## config.mk

```make
export PLATFORM = sky130hd
export DESIGN_NAME = hsv_signal_light_classifier_core
export DESIGN_NICKNAME = d
export VERILOG_FILES = /design/src/rtl/core/hslc_pkg.sv /design/src/rtl/core/hslc_classify.sv /design/src/rtl/core/hslc_tally.sv /design/src/rtl/core/hsv_signal_light_classifier_core.sv
export SDC_FILE = /design/constraint.sdc
export NUM_CORES = 1
export LEC_CHECK = 0
export BUFFER_PORTS_ARGS = -buffer_cell sky130_fd_sc_hd__buf_2
export CAP_MARGIN = 20
export CORE_UTILIZATION = 45
export DETAILED_ROUTE_END_ITERATION = 8
export GPL_TIMING_DRIVEN = 0
export PLACE_DENSITY = 0.65
export SETUP_SLACK_MARGIN = 0.2
export SLEW_MARGIN = 40
export SYNTH_ARGS = -nofsm -noshare
export SYNTH_HDL_FRONTEND = slang
export SYNTH_HIERARCHICAL = 1
export SYNTH_SLANG_ARGS = --single-unit
```

## constraint.sdc

```tcl
create_clock -name clk_i -period 7.95 [get_ports clk_i]
set_input_delay 0.795 -clock clk_i [delete_from_list [all_inputs] [get_ports clk_i]]
set_output_delay 0.795 -clock clk_i [all_outputs]
set_load 0.1 [all_outputs]
```

## src/rtl/core/hslc_pkg.sv

```systemverilog
// shared types and constants for the hsv signal light classifier
package hslc_pkg;

  localparam int unsigned CountBits = 22;
  localparam int unsigned CfgIdxBits = 2;

  localparam logic [8:0] RedHueLo = 9'd22;
  localparam logic [8:0] RedHueHi = 9'd330;
  localparam logic [8:0] GreenHueLo = 9'd125;
  localparam logic [8:0] GreenHueHi = 9'd206;
  localparam logic [8:0] AmberHueLo = 9'd30;
  localparam logic [8:0] AmberHueHi = 9'd75;

  localparam logic [7:0] RedSatRst = 8'd170;
  localparam logic [7:0] GreenSatRst = 8'd100;
  localparam logic [7:0] AmberSatRst = 8'd127;
  localparam logic [7:0] ValueRst = 8'd50;

  typedef enum logic [CfgIdxBits-1:0] {
    REG_RED_SAT   = 2'd0,
    REG_GREEN_SAT = 2'd1,
    REG_AMBER_SAT = 2'd2,
    REG_VALUE_MIN = 2'd3
  } cfg_reg_e;

  typedef enum logic [1:0] {
    CLS_NONE  = 2'd0,
    CLS_RED   = 2'd1,
    CLS_GREEN = 2'd2,
    CLS_AMBER = 2'd3
  } pixel_class_e;

  typedef logic [CountBits-1:0] count_t;

  typedef struct packed {
    logic [7:0] red_sat_min;
    logic [7:0] green_sat_min;
    logic [7:0] amber_sat_min;
    logic [7:0] value_min;
  } thresh_t;

  typedef struct packed {
    logic         step;
    logic         last;
    pixel_class_e cls;
  } tally_ctrl_t;

endpackage

```

## src/rtl/core/hslc_classify.sv

```systemverilog
// per-pixel hue, saturation and brightness threshold tests
module hslc_classify (
  input  hslc_pkg::thresh_t      thresh_i,
  input  logic [7:0]             hue_half_deg_i,
  input  logic [7:0]             saturation_i,
  input  logic [7:0]             brightness_i,
  output hslc_pkg::pixel_class_e pixel_class_o
);
  import hslc_pkg::*;

  logic [8:0] hue_deg;
  logic       bright_ok;
  logic       red_hit;
  logic       green_hit;
  logic       amber_hit;

  assign hue_deg = {hue_half_deg_i, 1'b0};
  assign bright_ok = brightness_i >= thresh_i.value_min;
  assign red_hit = ((hue_deg <= RedHueLo) || (hue_deg >= RedHueHi)) &&
                   (saturation_i >= thresh_i.red_sat_min);
  assign green_hit = (hue_deg >= GreenHueLo) && (hue_deg <= GreenHueHi) &&
                     (saturation_i >= thresh_i.green_sat_min);
  assign amber_hit = (hue_deg >= AmberHueLo) && (hue_deg <= AmberHueHi) &&
                     (saturation_i >= thresh_i.amber_sat_min);

  always_comb begin
    if (!bright_ok) begin
      pixel_class_o = CLS_NONE;
    end else if (red_hit) begin
      pixel_class_o = CLS_RED;
    end else if (green_hit) begin
      pixel_class_o = CLS_GREEN;
    end else if (amber_hit) begin
      pixel_class_o = CLS_AMBER;
    end else begin
      pixel_class_o = CLS_NONE;
    end
  end

endmodule

```

## src/rtl/core/hslc_tally.sv

```systemverilog
// per-frame color counters with saturation and frame winner selection
module hslc_tally (
  input  logic                   clk_i,
  input  logic                   rst_ni,
  input  hslc_pkg::tally_ctrl_t  ctrl_i,
  output hslc_pkg::count_t       red_total_o,
  output hslc_pkg::count_t       green_total_o,
  output hslc_pkg::count_t       amber_total_o,
  output hslc_pkg::pixel_class_e frame_color_o
);
  import hslc_pkg::*;

  localparam count_t CountMax = {CountBits{1'b1}};

  count_t red_q, red_d;
  count_t green_q, green_d;
  count_t amber_q, amber_d;

  function automatic count_t bump(input count_t c);
    bump = (c == CountMax) ? c : c + count_t'(1);
  endfunction

  always_comb begin
    red_total_o = red_q;
    green_total_o = green_q;
    amber_total_o = amber_q;
    case (ctrl_i.cls)
      CLS_RED:   red_total_o = bump(red_q);
      CLS_GREEN: green_total_o = bump(green_q);
      CLS_AMBER: amber_total_o = bump(amber_q);
      default:   ;
    endcase
  end

  always_comb begin
    frame_color_o = CLS_NONE;
    if (ctrl_i.last && ((red_total_o | green_total_o | amber_total_o) != '0)) begin
      if ((red_total_o >= green_total_o) && (red_total_o >= amber_total_o)) begin
        frame_color_o = CLS_RED;
      end else if (green_total_o >= amber_total_o) begin
        frame_color_o = CLS_GREEN;
      end else begin
        frame_color_o = CLS_AMBER;
      end
    end
  end

  always_comb begin
    red_d = red_q;
    green_d = green_q;
    amber_d = amber_q;
    if (ctrl_i.step) begin
      if (ctrl_i.last) begin
        red_d = '0;
        green_d = '0;
        amber_d = '0;
      end else begin
        red_d = red_total_o;
        green_d = green_total_o;
        amber_d = amber_total_o;
      end
    end
  end

  always_ff @(posedge clk_i or negedge rst_ni) begin
    if (!rst_ni) begin
      red_q <= '0;
      green_q <= '0;
      amber_q <= '0;
    end else begin
      red_q <= red_d;
      green_q <= green_d;
      amber_q <= amber_d;
    end
  end

endmodule

```

## src/rtl/core/hsv_signal_light_classifier_core.sv

```systemverilog
// top level of the hsv signal light classifier: config, pixel and result registers
//
//  channel | direction | handshake                 | payload
//  --------+-----------+---------------------------+---------------------------------------
//  in      | input     | in_valid_i / in_stall_o   | hue_half_deg, saturation, brightness,
//          |           |                           | frame_last
//  out     | output    | out_valid_o / out_stall_i | pixel_class, frame_done, frame_color,
//          |           |                           | red/green/amber_total
//  cfg     | input     | cfg_valid_i / cfg_ready_o | cfg_index_i, cfg_data_i
//
//  one pixel per clock sustained while out_stall_i is low
//  pixel register feeds classifier and counters, result register holds the output
//  counters advance when a pixel moves into the result register
//  reset loads threshold defaults and clears counters; config always ready
//  out_stall_i holds the result and backs up into in_stall_o once the pixel register is full
module hsv_signal_light_classifier_core (
  input  logic                                clk_i,
  input  logic                                rst_ni,
  input  logic                                in_valid_i,
  output logic                                in_stall_o,
  input  logic [7:0]                          hue_half_deg_i,
  input  logic [7:0]                          saturation_i,
  input  logic [7:0]                          brightness_i,
  input  logic                                frame_last_i,
  output logic                                out_valid_o,
  input  logic                                out_stall_i,
  output logic [1:0]                          pixel_class_o,
  output logic                                frame_done_o,
  output logic [1:0]                          frame_color_o,
  output logic [hslc_pkg::CountBits-1:0]      red_total_o,
  output logic [hslc_pkg::CountBits-1:0]      green_total_o,
  output logic [hslc_pkg::CountBits-1:0]      amber_total_o,
  input  logic                                cfg_valid_i,
  output logic                                cfg_ready_o,
  input  logic [hslc_pkg::CfgIdxBits-1:0]     cfg_index_i,
  input  logic [7:0]                          cfg_data_i
);
  import hslc_pkg::*;

  thresh_t      thresh_q;
  logic         pix_valid_q;
  logic [7:0]   hue_q;
  logic [7:0]   sat_q;
  logic [7:0]   bright_q;
  logic         last_q;
  logic         res_valid_q;
  pixel_class_e res_class_q;
  logic         res_done_q;
  pixel_class_e res_color_q;
  count_t       res_red_q;
  count_t       res_green_q;
  count_t       res_amber_q;

  logic         res_load;
  logic         pix_advance;
  logic         pix_take;
  pixel_class_e pix_class;
  pixel_class_e win_color;
  count_t       red_tot;
  count_t       green_tot;
  count_t       amber_tot;
  tally_ctrl_t  tally_ctrl;

  assign cfg_ready_o = 1'b1;

  always_ff @(posedge clk_i or negedge rst_ni) begin
    if (!rst_ni) begin
      thresh_q.red_sat_min <= RedSatRst;
      thresh_q.green_sat_min <= GreenSatRst;
      thresh_q.amber_sat_min <= AmberSatRst;
      thresh_q.value_min <= ValueRst;
    end else if (cfg_valid_i) begin
      case (cfg_index_i)
        REG_RED_SAT:   thresh_q.red_sat_min <= cfg_data_i;
        REG_GREEN_SAT: thresh_q.green_sat_min <= cfg_data_i;
        REG_AMBER_SAT: thresh_q.amber_sat_min <= cfg_data_i;
        REG_VALUE_MIN: thresh_q.value_min <= cfg_data_i;
        default:       ;
      endcase
    end
  end

  assign res_load = !res_valid_q || !out_stall_i;
  assign pix_advance = pix_valid_q && res_load;
  assign in_stall_o = pix_valid_q && !res_load;
  assign pix_take = in_valid_i && !in_stall_o;

  hslc_classify u_classify (
    .thresh_i       (thresh_q),
    .hue_half_deg_i (hue_q),
    .saturation_i   (sat_q),
    .brightness_i   (bright_q),
    .pixel_class_o  (pix_class)
  );

  assign tally_ctrl.step = pix_advance;
  assign tally_ctrl.last = last_q;
  assign tally_ctrl.cls = pix_class;

  hslc_tally u_tally (
    .clk_i         (clk_i),
    .rst_ni        (rst_ni),
    .ctrl_i        (tally_ctrl),
    .red_total_o   (red_tot),
    .green_total_o (green_tot),
    .amber_total_o (amber_tot),
    .frame_color_o (win_color)
  );

  always_ff @(posedge clk_i or negedge rst_ni) begin
    if (!rst_ni) begin
      pix_valid_q <= 1'b0;
      res_valid_q <= 1'b0;
    end else begin
      if (pix_take) begin
        pix_valid_q <= 1'b1;
      end else if (pix_advance) begin
        pix_valid_q <= 1'b0;
      end
      if (res_load) begin
        res_valid_q <= pix_valid_q;
      end
    end
  end

  always_ff @(posedge clk_i) begin
    if (pix_take) begin
      hue_q <= hue_half_deg_i;
      sat_q <= saturation_i;
      bright_q <= brightness_i;
      last_q <= frame_last_i;
    end
    if (pix_advance) begin
      res_class_q <= pix_class;
      res_done_q <= last_q;
      res_color_q <= win_color;
      res_red_q <= red_tot;
      res_green_q <= green_tot;
      res_amber_q <= amber_tot;
    end
  end

  assign out_valid_o = res_valid_q;
  assign pixel_class_o = res_class_q;
  assign frame_done_o = res_done_q;
  assign frame_color_o = res_color_q;
  assign red_total_o = res_red_q;
  assign green_total_o = res_green_q;
  assign amber_total_o = res_amber_q;

endmodule

```

==> results.py, run 1 <==
metrics = {
    "status": {
        "status": "completed",
    },
    "route": {
        "top_layer_used": "met4",
        "drc": 0,
        "wl_met2_microns": 14500,
        "met1_length_microns": 14100,
        "firstDrtPassIters": 7,
        "dr_wl_met3_microns": 1590,
        "drt_iter0_drc": 589,
        "postRouteAntennaNets": 0,
        "wl_per_cell_microns": 19.8,
        "vias_per_cell": 5.67,
        "wl_microns": 30800,
        "via_count": 8834,
    },
    "floorplanning": {
        "core_region_area_sq_um": 25400,
        "dieArea_sq_um": 26700,
        "num_rows": 58,
        "die_y_microns": 163,
        "die_w_microns": 163,
        "ios": 114,
        "initial_core_util": 0.462,
    },
    "timing": {
        "maxSlewHeadroom": 0.439,
        "timing.fmax_mhz": 166,
        "fin_crit_ns": 6.02,
        "hold_viol_final": 0,
        "fin_tns_setup_ns": 0,
        "worstMarginPinSlew_ns": 0.841,
        "slew_viol_final": 0,
        "finClkSkew_ns": 0.0195,
        "fin_crit_sh": 0.757,
        "rsz0062_at_grt": "false",
        "finalSetupViolCount": 0,
    },
    "global_routing": {
        "grt_use_total": 0.239,
        "grt_pass1_vias": 8711,
        "grt_max_degree": 70,
        "grt_pass1_wl_microns": 48100,
        "globalRouteOverflowTotal": 0,
        "antenna_found_initial": 0,
    },
    "clocking": {
        "clk_pin_slew_ns": 0.08,
        "htree_levels": 4,
        "cts_buffers": 17,
        "cts_sinks": 196,
        "insertion_delay_ns": 0.44,
        "holdBufCountCts": 0,
        "cts_tree": "yes",
        "root_buffer": "clkbuf_16",
        "cts_resized": 0,
        "clk_path_buf_depth": 2,
        "cts_setup_buffers": 0,
    },
    "logic_synthesis": {
        "netlist-cell-type-count": 87,
        "synth_edf_count": 96,
        "syn_nets": 1240,
        "synth_ff_type": "edfxtp_1",
        "synthesis.area_sq_um": 11700,
        "ys_seq_area_frac": 0.461,
        "synthCells": 1077,
        "ys_ff_latch": 196,
        "avgSynthCellArea_sq_um": 10.9,
        "async_reset_ff_frac": 0.510,
        "synth_warnings": 6,
    },
    "worst_setup_path": {
        "crit_arrival_ns": 6.25,
        "critPathCaptureType": "flip-flop",
        "crit_family": "compound AO/OA/AOI/OAI gates",
        "crit_type": "reg -> reg",
        "crit_slowest_cell": "a211oi_1",
        "worst-path-buf-inv": 2,
        "path_cells": "inv_1 -> ha_1 -> o21a_1 -> o21ai_2 -> a2111oi_2 -> o21ai_1 -> a21oi_1 -> buf_2 -> nor2b_1 -> nand4_1 -> a211oi_1 -> nand3_1 -> xnor2_1 -> ha_1 -> nand4_1 -> nor3_1 -> a21oi_1 -> o211ai_1 -> a311o_1 -> and2_1 -> a311oi_1",
        "cpPeakStageDelay_ns": 0.57,
        "start_kind": "flip-flop",
        "crit_fanout": 5,
        "required_ns": 8.18,
    },
    "cells_and_area": {
        "drive_above_1_share": 0.213,
        "area_growth_syn_to_layout_pct": 14.3,
        "fillers": 2262,
        "fin_nets": 1377,
        "fin_area_sq_um": 13400,
        "post-route-util": 0.528,
        "n_antenna_cell": 0,
    },
    "placement": {
        "place.port_buffers": 112,
        "place_hpwl_microns": 23200,
        "postPlaceCellArea_sq_um": 12800,
        "gp_congestion": 0.889,
    },
    "run": {
        "maxCapViolCount": 0,
    },
    "hold_path": {
        "hp-class": "in -> async",
    },
    "pwr": {
        "peakVddDrop_v": 0.000131,
        "p_per_area_nw_per_um2": 195,
        "power.leakage_uw": 0.00604,
    },
}
[kinds of logic after synthesis]
logic type / Yosys count / share of synthesized area
simple gates: 281 / 0.141
flops: 196 / 0.461
xor+xnor: 53 / 0.0415
fa+ha+maj: 123 / 0.131
mux: 41 / 0.0389
buf+inv: 141 / 0.0473
compound gates: 241 / 0.139
other cells: 1 / 0.000320
[final cells by class]
class                      count  area (sq um)  share of cell area
multi-input combinational    740          5790               0.432
sequential                   196          5410               0.403
timing repair buffer         118           676              0.0504
clock buffer                  17           425              0.0317
inverter                     112           420              0.0314
tap                          330           413              0.0308
clock inverter                15           143              0.0106
buffer                        29           134             0.00999
[cells in the mapped netlist, types with 8 or more instances]
| library cell | instances | area (sq um) |
|---|---|---|
| xor2_1 | 27 | 236 |
| inv_1 | 112 | 420 |
| clkbuf_1 | 19 | 71.3 |
| nor4_1 | 9 | 56.3 |
| xnor2_1 | 23 | 201 |
| nand3_1 | 34 | 170 |
| o21ai_0 | 67 | 335 |
| a21oi_1 | 41 | 205 |
| nor2_1 | 29 | 109 |
| dfstp_2 | 17 | 447 |
| edfxtp_1 | 96 | 2880 |
| dfrtp_1 | 83 | 2080 |
| nor3_1 | 11 | 55.1 |
| a22o_1 | 8 | 70.1 |
| nand2_1 | 75 | 282 |
| and3_1 | 11 | 68.8 |
| and2_1 | 10 | 62.6 |
| o31ai_1 | 18 | 135 |
| nor2b_1 | 9 | 56.3 |
| a211oi_1 | 10 | 75.1 |
| o2bb2ai_1 | 19 | 166 |
| nand2b_1 | 9 | 56.3 |
| nand4_1 | 31 | 194 |
| ha_1 | 123 | 1540 |
| a21o_1 | 24 | 180 |
| mux2_2 | 33 | 372 |
[power by group]
group	switching [uW]	leakage (uW)	internal, uW
sequential	39.4	0.00225	1160
clock	426	0.000277	416
combinational	418	0.00351	158
[registers in the layout (all words and copies together), names as in the netlist]
signal,flops
frame_color_o,2
red_total_o,22
u_tally/green_q,22
sat_q,8
frame_done_o,1
green_total_o,22
pixel_class_o,2
pix_valid_q,1
u_tally/amber_q,22
out_valid_o,1
bright_q,8
thresh_q,32
u_tally/red_q,22
last_q,1
hue_q,8
amber_total_o,22
[layer usage]
layer | GRT usage | vias up
li1 | - | 4214
met1 | 0.326 | 4326
met2 | 0.388 | 260
met3 | 0.0406 | 34
met4 | 0.0703 | 0
met5 | 0 | -
[metrics by stage]
| stage | hold WS, ns | power [uW] | setup slack (ns) | instances |
|---|---|---|---|---|
| after floorplan | 0.443 | 1640 | 0.339 | 1077 |
| after global placement | 0.456 | 1780 | -3.11 | 1519 |
| after detailed placement | 0.479 | 1790 | 2.09 | 1525 |
| after CTS | 0.229 | 2630 | 2.04 | 1557 |
| after global routing | 0.230 | 2720 | 1.67 | 1557 |
| final | 0.234 | 2610 | 1.93 | 1557 |
[worst paths after layout]
| kind | start | end | slack (ns) | depth (start not counted) |
|---|---|---|---|---|
| setup / recovery | thresh_q[14] | frame_color_o[1] | 1.93 | 21 |
| hold / removal | rst_ni | thresh_q[7] | 0.23 | 1 |
| setup reg to reg | thresh_q[14] | frame_color_o[1] | 1.93 | 21 |
| hold reg to reg | pix_valid_q | out_valid_o | 0.49 | 1 |
| max in group asynchronous | rst_ni | thresh_q[4] | 7.00 | 2 |
| min in group clk_i | pix_valid_q | out_valid_o | 0.49 | 1 |
[cell usage in the layout, fill, tap and decap left out, types with 19 or more instances in the layout]
cell type and instances:
a21o_1 24, a21oi_1 40, buf_2 117, clkbuf_1 19, dfrtp_1 83, edfxtp_1 96
ha_1 123, inv_1 112, mux2_2 33, nand2_1 75, nand3_1 34, nand4_1 31
nor2_1 29, o21ai_0 67, o2bb2ai_1 19, xnor2_1 23, xor2_1 27
Note: power is estimated with default switching activity, not from simulation.
==> inputs of run 2 (changes only) <==
==> constraint.sdc (replaced) <==
create_clock -name clk_i -period 5.75 [get_ports clk_i]
set_input_delay 0.575 -clock clk_i [delete_from_list [all_inputs] [get_ports clk_i]]
set_output_delay 0.575 -clock clk_i [all_outputs]
set_load 0.1 [all_outputs]
==> run 2 against run 1 <==
Compared with the run above: first-iteration DRC count rose by 28%; setup slack got worse by 1.5 ns; critical path type unchanged; clock power grew 57%; die area is the same; maximum frequency grew 12%; register-to-register slack got worse by 1.5 ns; sequential share of layout area is 1.1 points lower; total power increased by 45%; sequential cell count did not move; sequential power grew 38%.
==> results.py, run 2 (synthesis results as in run 1) <==
metrics = {
    "clocking": {
        "cts_buffers": 17,
        "clk_pin_slew_ns": 0.08,
        "htree_levels": 4,
        "cts_sinks": 196,
        "insertion_delay_ns": 0.44,
        "cts_tree": "yes",
        "holdBufCountCts": 0,
        "root_buffer": "clkbuf_16",
        "clk_path_buf_depth": 2,
    },
    "worst_setup_path": {
        "start_kind": "flip-flop",
        "required_ns": 6.00,
        "crit_fanout": 10,
        "startpoint": "thresh_q[25]",
        "crit_type": "reg -> reg",
        "r2r_start": "thresh_q[25]",
        "critPathCaptureType": "flip-flop",
        "crit_arrival_ns": 5.61,
        "reg2regPathDepth": 20,
    },
    "cells_and_area": {
        "stdcell_count": 1567,
        "drive_above_1_share": 0.242,
        "largest_reg_flops": 32,
        "final_common_cell": "ha_1",
        "n_antenna_cell": 0,
        "final_cell_mix": "ha_1, buf_2, inv_1",
        "regMostFlops": "thresh_q",
        "fillers": 2217,
        "post-route-util": 0.543,
        "seq_area_sq_um": 5410,
        "multi_input_area_sq_um": 6020,
        "fin_nets": 1387,
        "area_growth_syn_to_layout_pct": 17.6,
    },
    "timing": {
        "fin_tns_setup_ns": 0,
        "fin_crit_sh": 0.932,
        "rsz0062_at_grt": "true",
        "finalSetupViolCount": 0,
        "worstMarginPinSlew_ns": 0.815,
        "finClkSkew_ns": 0.0115,
        "slew_viol_final": 0,
        "setup_ws_ns": 0.394,
        "timing.fmax_mhz": 187,
        "fin_crit_ns": 5.36,
        "maxSlewHeadroom": 0.456,
        "hold_viol_final": 0,
    },
    "route": {
        "wl_microns": 31100,
        "drc": 0,
        "firstDrtPassIters": 5,
        "drt_iter0_drc": 756,
        "vias_per_cell": 5.64,
        "via_count": 8836,
        "wl_per_cell_microns": 19.9,
        "postRouteAntennaNets": 0,
    },
    "floorplanning": {
        "num_rows": 58,
        "dieArea_sq_um": 26700,
        "initial_core_util": 0.462,
        "die_w_microns": 163,
        "core_region_area_sq_um": 25400,
        "die_y_microns": 163,
        "ios": 114,
    },
    "placement": {
        "gp_congestion": 0.900,
        "dp_slack_ns": -0.104,
        "place_hpwl_microns": 23200,
        "dp_cells": 1524,
        "place.port_buffers": 112,
    },
    "global_routing": {
        "globalRouteOverflowTotal": 0,
        "grt_pass1_vias": 8673,
        "grt_use_total": 0.241,
        "grt_pass1_wl_microns": 48200,
        "grt_max_degree": 62,
        "antenna_found_initial": 0,
    },
    "pwr": {
        "fin_total_pwr_uw": 3790,
        "power.leakage_uw": 0.00623,
        "p_per_area_nw_per_um2": 275,
        "peakVddDrop_v": 0.000184,
    },
    "run": {
        "maxCapViolCount": 0,
    },
    "status": {
        "status": "completed",
    },
    "hold_path": {
        "hp-class": "in -> async",
    },
}
==> run 2: changes by cell type in the layout (fill, tap and decap cells not counted), moves of 3 or more <==
cell,change
xnor2_2,+8
xnor2_1,-10
inv_8,+5
xor2_1,-6
bufinv_16,+3
buf_4,+11
inv_6,-3
xor2_2,+6
==> run 2: layer usage <==
metal	wire [microns]	global-route usage	up-vias	part of all wire
li1	-	-	4227	-
met1	14300	0.333	4328	0.46
met2	14700	0.389	236	0.47
met3	1550	0.0363	45	0.050
met4	585	0.0711	0	0.019
met5	0	0	-	0
==> run 2: timing repair <==
item	CTS	global route
setup buffers	3	8
setup endpoints to repair	2	2
gates resized for setup	5	30
gates cloned	0	0
pin swaps	1	6
==> run 2: final cells by class <==
class,count,area share
tap,330,0.0299
clock buffer,17,0.0308
multi-input combinational,740,0.436
buffer,29,0.00971
sequential,196,0.392
timing repair buffer,128,0.0546
clock inverter,15,0.0163
inverter,112,0.0305
==> run 2: critical path: stages, from the launching register on <==
cell and delay, ns:
dfstp_2 0.54, inv_1 0.05, ha_1 0.26, o21ai_1 0.11, a21oi_1 0.05, o41a_1 0.34, o32ai_2 0.29, a21oi_4 0.18
buf_4 0.17, nor2b_2 0.21, o41ai_2 0.14, buf_4 0.21, or2_2 0.34, xnor2_1 0.45, inv_1 0.13, ha_1 0.30
or3_1 0.34, o21ai_0 0.36, a311o_1 0.29, a21oi_1 0.11, a311oi_2 0.30
==> run 2: final timing paths <==
check | endpoint | slack, ns
min | out_valid_o | 0.06
max reg2reg | frame_color_o[0] | 0.39
max | frame_color_o[0] | 0.39
max in group asynchronous | u_tally/amber_q[14] | 5.10
min reg2reg | out_valid_o | 0.49
min in group clk_i | hue_q[0] | 0.30
==> run 2: stage by stage <==
stage | hold WS [ns] | instance area [sq um]
after floorplan | 0.279 | 11700
after global placement | 0.454 | 12700
after detailed placement | 0.466 | 12800
after CTS | 0.0730 | 13500
after global routing | 0.0825 | 13800
final | 0.0607 | 13800
==> run 2: power breakdown <==
group,switching (uW),internal [uW],total [uW]
Sequential,56.9,1600,1660
Combinational,586,227,813
Clock,608,716,1320
==> inputs of run 3 (changes only) <==
--- a/config.mk
+++ b/config.mk
@@ -9,7 +9,6 @@
 export CAP_MARGIN = 20
 export CORE_UTILIZATION = 45
 export DETAILED_ROUTE_END_ITERATION = 8
-export GPL_TIMING_DRIVEN = 0
 export PLACE_DENSITY = 0.65
 export SETUP_SLACK_MARGIN = 0.2
 export SLEW_MARGIN = 40
==> run 3 against run 2 <==
Compared with the run above: utilization shrank 1.6 points; combinational power shrank 5.4%; clock-buffer cell count grew 1; via count shrank 0.34%; maximum frequency is essentially flat; register-to-register slack is essentially flat.
==> results.py, run 3 (synthesis results as in run 1) <==
metrics = {
    "status": {
        "status": "completed",
    },
    "worst_setup_path": {
        "critPathCaptureType": "flip-flop",
        "reg2regPathDepth": 20,
        "cpMostUsedCell": "a21oi_1",
        "reg2reg_to": "frame_color_o[1]",
        "crit_arrival_ns": 5.59,
        "cpPeakStageDelay_ns": 0.59,
        "endpoint": "frame_color_o[1]",
        "start_kind": "flip-flop",
        "crit_type": "reg -> reg",
        "r2r_slack_ns": 0.39,
        "startpoint": "thresh_q[14]",
        "required_ns": 5.99,
        "crit_fanout": 8,
        "path_cells": "inv_1 -> ha_1 -> o21a_1 -> o21ai_2 -> a2111oi_2 -> o21ai_1 -> a21oi_1 -> buf_4 -> nor2b_1 -> nand4_1 -> nor2_1 -> and3_1 -> xor2_1 -> ha_1 -> a21oi_1 -> a21oi_1 -> a211oi_1 -> o31ai_1 -> and2_1 -> a311oi_1",
        "r2r_start": "thresh_q[14]",
        "crit_slowest_cell": "xor2_1",
    },
    "placement": {
        "gp_congestion": 0.913,
        "dp_slack_ns": 0.268,
        "place_hpwl_microns": 21900,
        "place.port_buffers": 112,
    },
    "route": {
        "firstDrtPassIters": 5,
        "dr_wl_met3_microns": 1600,
        "wl_met2_microns": 14000,
        "postRouteAntennaNets": 0,
        "top_layer_used": "met4",
        "drc": 0,
        "drt_iter0_drc": 795,
        "vias_per_cell": 5.71,
        "wl_per_cell_microns": 19.3,
        "via_count": 8806,
        "wl_microns": 29800,
        "met1_length_microns": 13700,
    },
    "cells_and_area": {
        "area_growth_syn_to_layout_pct": 14.1,
        "largest_reg_flops": 32,
        "regMostFlops": "thresh_q",
        "n_antenna_cell": 0,
        "fin_nets": 1363,
        "final_common_cell": "ha_1",
        "drive_above_1_share": 0.223,
        "fillers": 2293,
        "final_cell_mix": "ha_1, inv_1, buf_2",
    },
    "hold_path": {
        "hp-class": "in -> async",
    },
    "global_routing": {
        "grt_max_degree": 87,
        "globalRouteOverflowTotal": 0,
        "antenna_found_initial": 0,
        "grt_pass1_vias": 8448,
        "grt_use_total": 0.230,
        "grt_pass1_wl_microns": 46700,
    },
    "clocking": {
        "holdBufCountCts": 0,
        "clk_path_buf_depth": 2,
        "cts_sinks": 196,
        "insertion_delay_ns": 0.45,
        "root_buffer": "clkbuf_16",
        "cts_tree": "yes",
        "clk_pin_slew_ns": 0.08,
        "htree_levels": 4,
        "cts_buffers": 17,
    },
    "timing": {
        "rsz0062_at_grt": "false",
        "fin_crit_ns": 5.36,
        "maxSlewHeadroom": 0.422,
        "fin_tns_setup_ns": 0,
        "finalSetupViolCount": 0,
        "slew_viol_final": 0,
        "finClkSkew_ns": 0.0138,
        "worstMarginPinSlew_ns": 0.865,
        "timing.fmax_mhz": 187,
        "hold_viol_final": 0,
        "setup_ws_ns": 0.394,
        "fin_crit_sh": 0.932,
    },
    "floorplanning": {
        "initial_core_util": 0.462,
        "core_region_area_sq_um": 25400,
        "die_w_microns": 163,
        "dieArea_sq_um": 26700,
        "ios": 114,
        "num_rows": 58,
        "die_y_microns": 163,
    },
    "run": {
        "maxCapViolCount": 0,
    },
    "pwr": {
        "peakVddDrop_v": 0.000191,
        "p_per_area_nw_per_um2": 270,
        "power.leakage_uw": 0.00606,
    },
}
[run 3: changes by cell type in the layout (fill, tap and decap cells not counted), sizes merged]
cell and change:
clkbuf -18, buf -5, bufinv -2, clkinv +2, inv -1
[run 3: cell type report]
class | count | area, sq um | area share
multi-input cells | 740 | 5860 | 0.438
well taps | 330 | 413 | 0.0308
repair buffers | 133 | 724 | 0.0541
clock buffers | 18 | 429 | 0.0321
inverters | 112 | 420 | 0.0314
flip-flops and latches | 196 | 5410 | 0.404
clock inverters | 14 | 136 | 0.0102
[run 3: timing repair]
action	in CTS	in global routing
setup buffers	0	2
endpoints found under the setup margin	0	2
resized for setup	0	11
[run 3: report_power, final]
part / switching (uW) / internal (uW)
Sequential: 56.5 / 1600
Clock: 574 / 612
Combinational: 559 / 210
[run 3: metal layers]
layer	global-route usage	up-vias
met5	0	-
met4	0.0694	0
met3	0.0338	34
met2	0.366	257
met1	0.324	4332
li1	-	4183
[run 3: critical path: cells and delay by family, from the launching register on]
family          cells  cell delay (ns)
flops               1             0.53
buf+inv             2             0.23
xor+xnor            1             0.59
fa+ha+maj           2             0.66
simple gates        5             1.28
compound gates     10             1.83
[run 3: how the worst min path moves through the flow]
stage,start,slack (ns),depth (start not counted),endpoint
after detailed placement,pix_valid_q,0.47,1,out_valid_o
after floorplan,rst_ni,0.28,0,out_valid_o
final,rst_ni,0.15,1,pix_valid_q
after global routing,rst_ni,0.21,1,out_valid_o
after global placement,pix_valid_q,0.46,1,out_valid_o
after CTS,rst_ni,0.18,1,pix_valid_q
[run 3: stage by stage]
stage | util | hold WS [ns] | std cells | power, uW | instance area (sq um)
6_report | 0.527 | 0.151 | 1543 | 3610 | 13400
5_1_grt | 0.527 | 0.210 | 1543 | 3770 | 13400
4_1_cts | 0.524 | 0.181 | 1541 | 3630 | 13300
3_5_place_dp | 0.502 | 0.472 | 1509 | 2450 | 12700
3_3_place_gp | 0.501 | 0.463 | 1509 | 2430 | 12700
2_1_floorplan | - | 0.279 | 1077 | 2260 | 11700
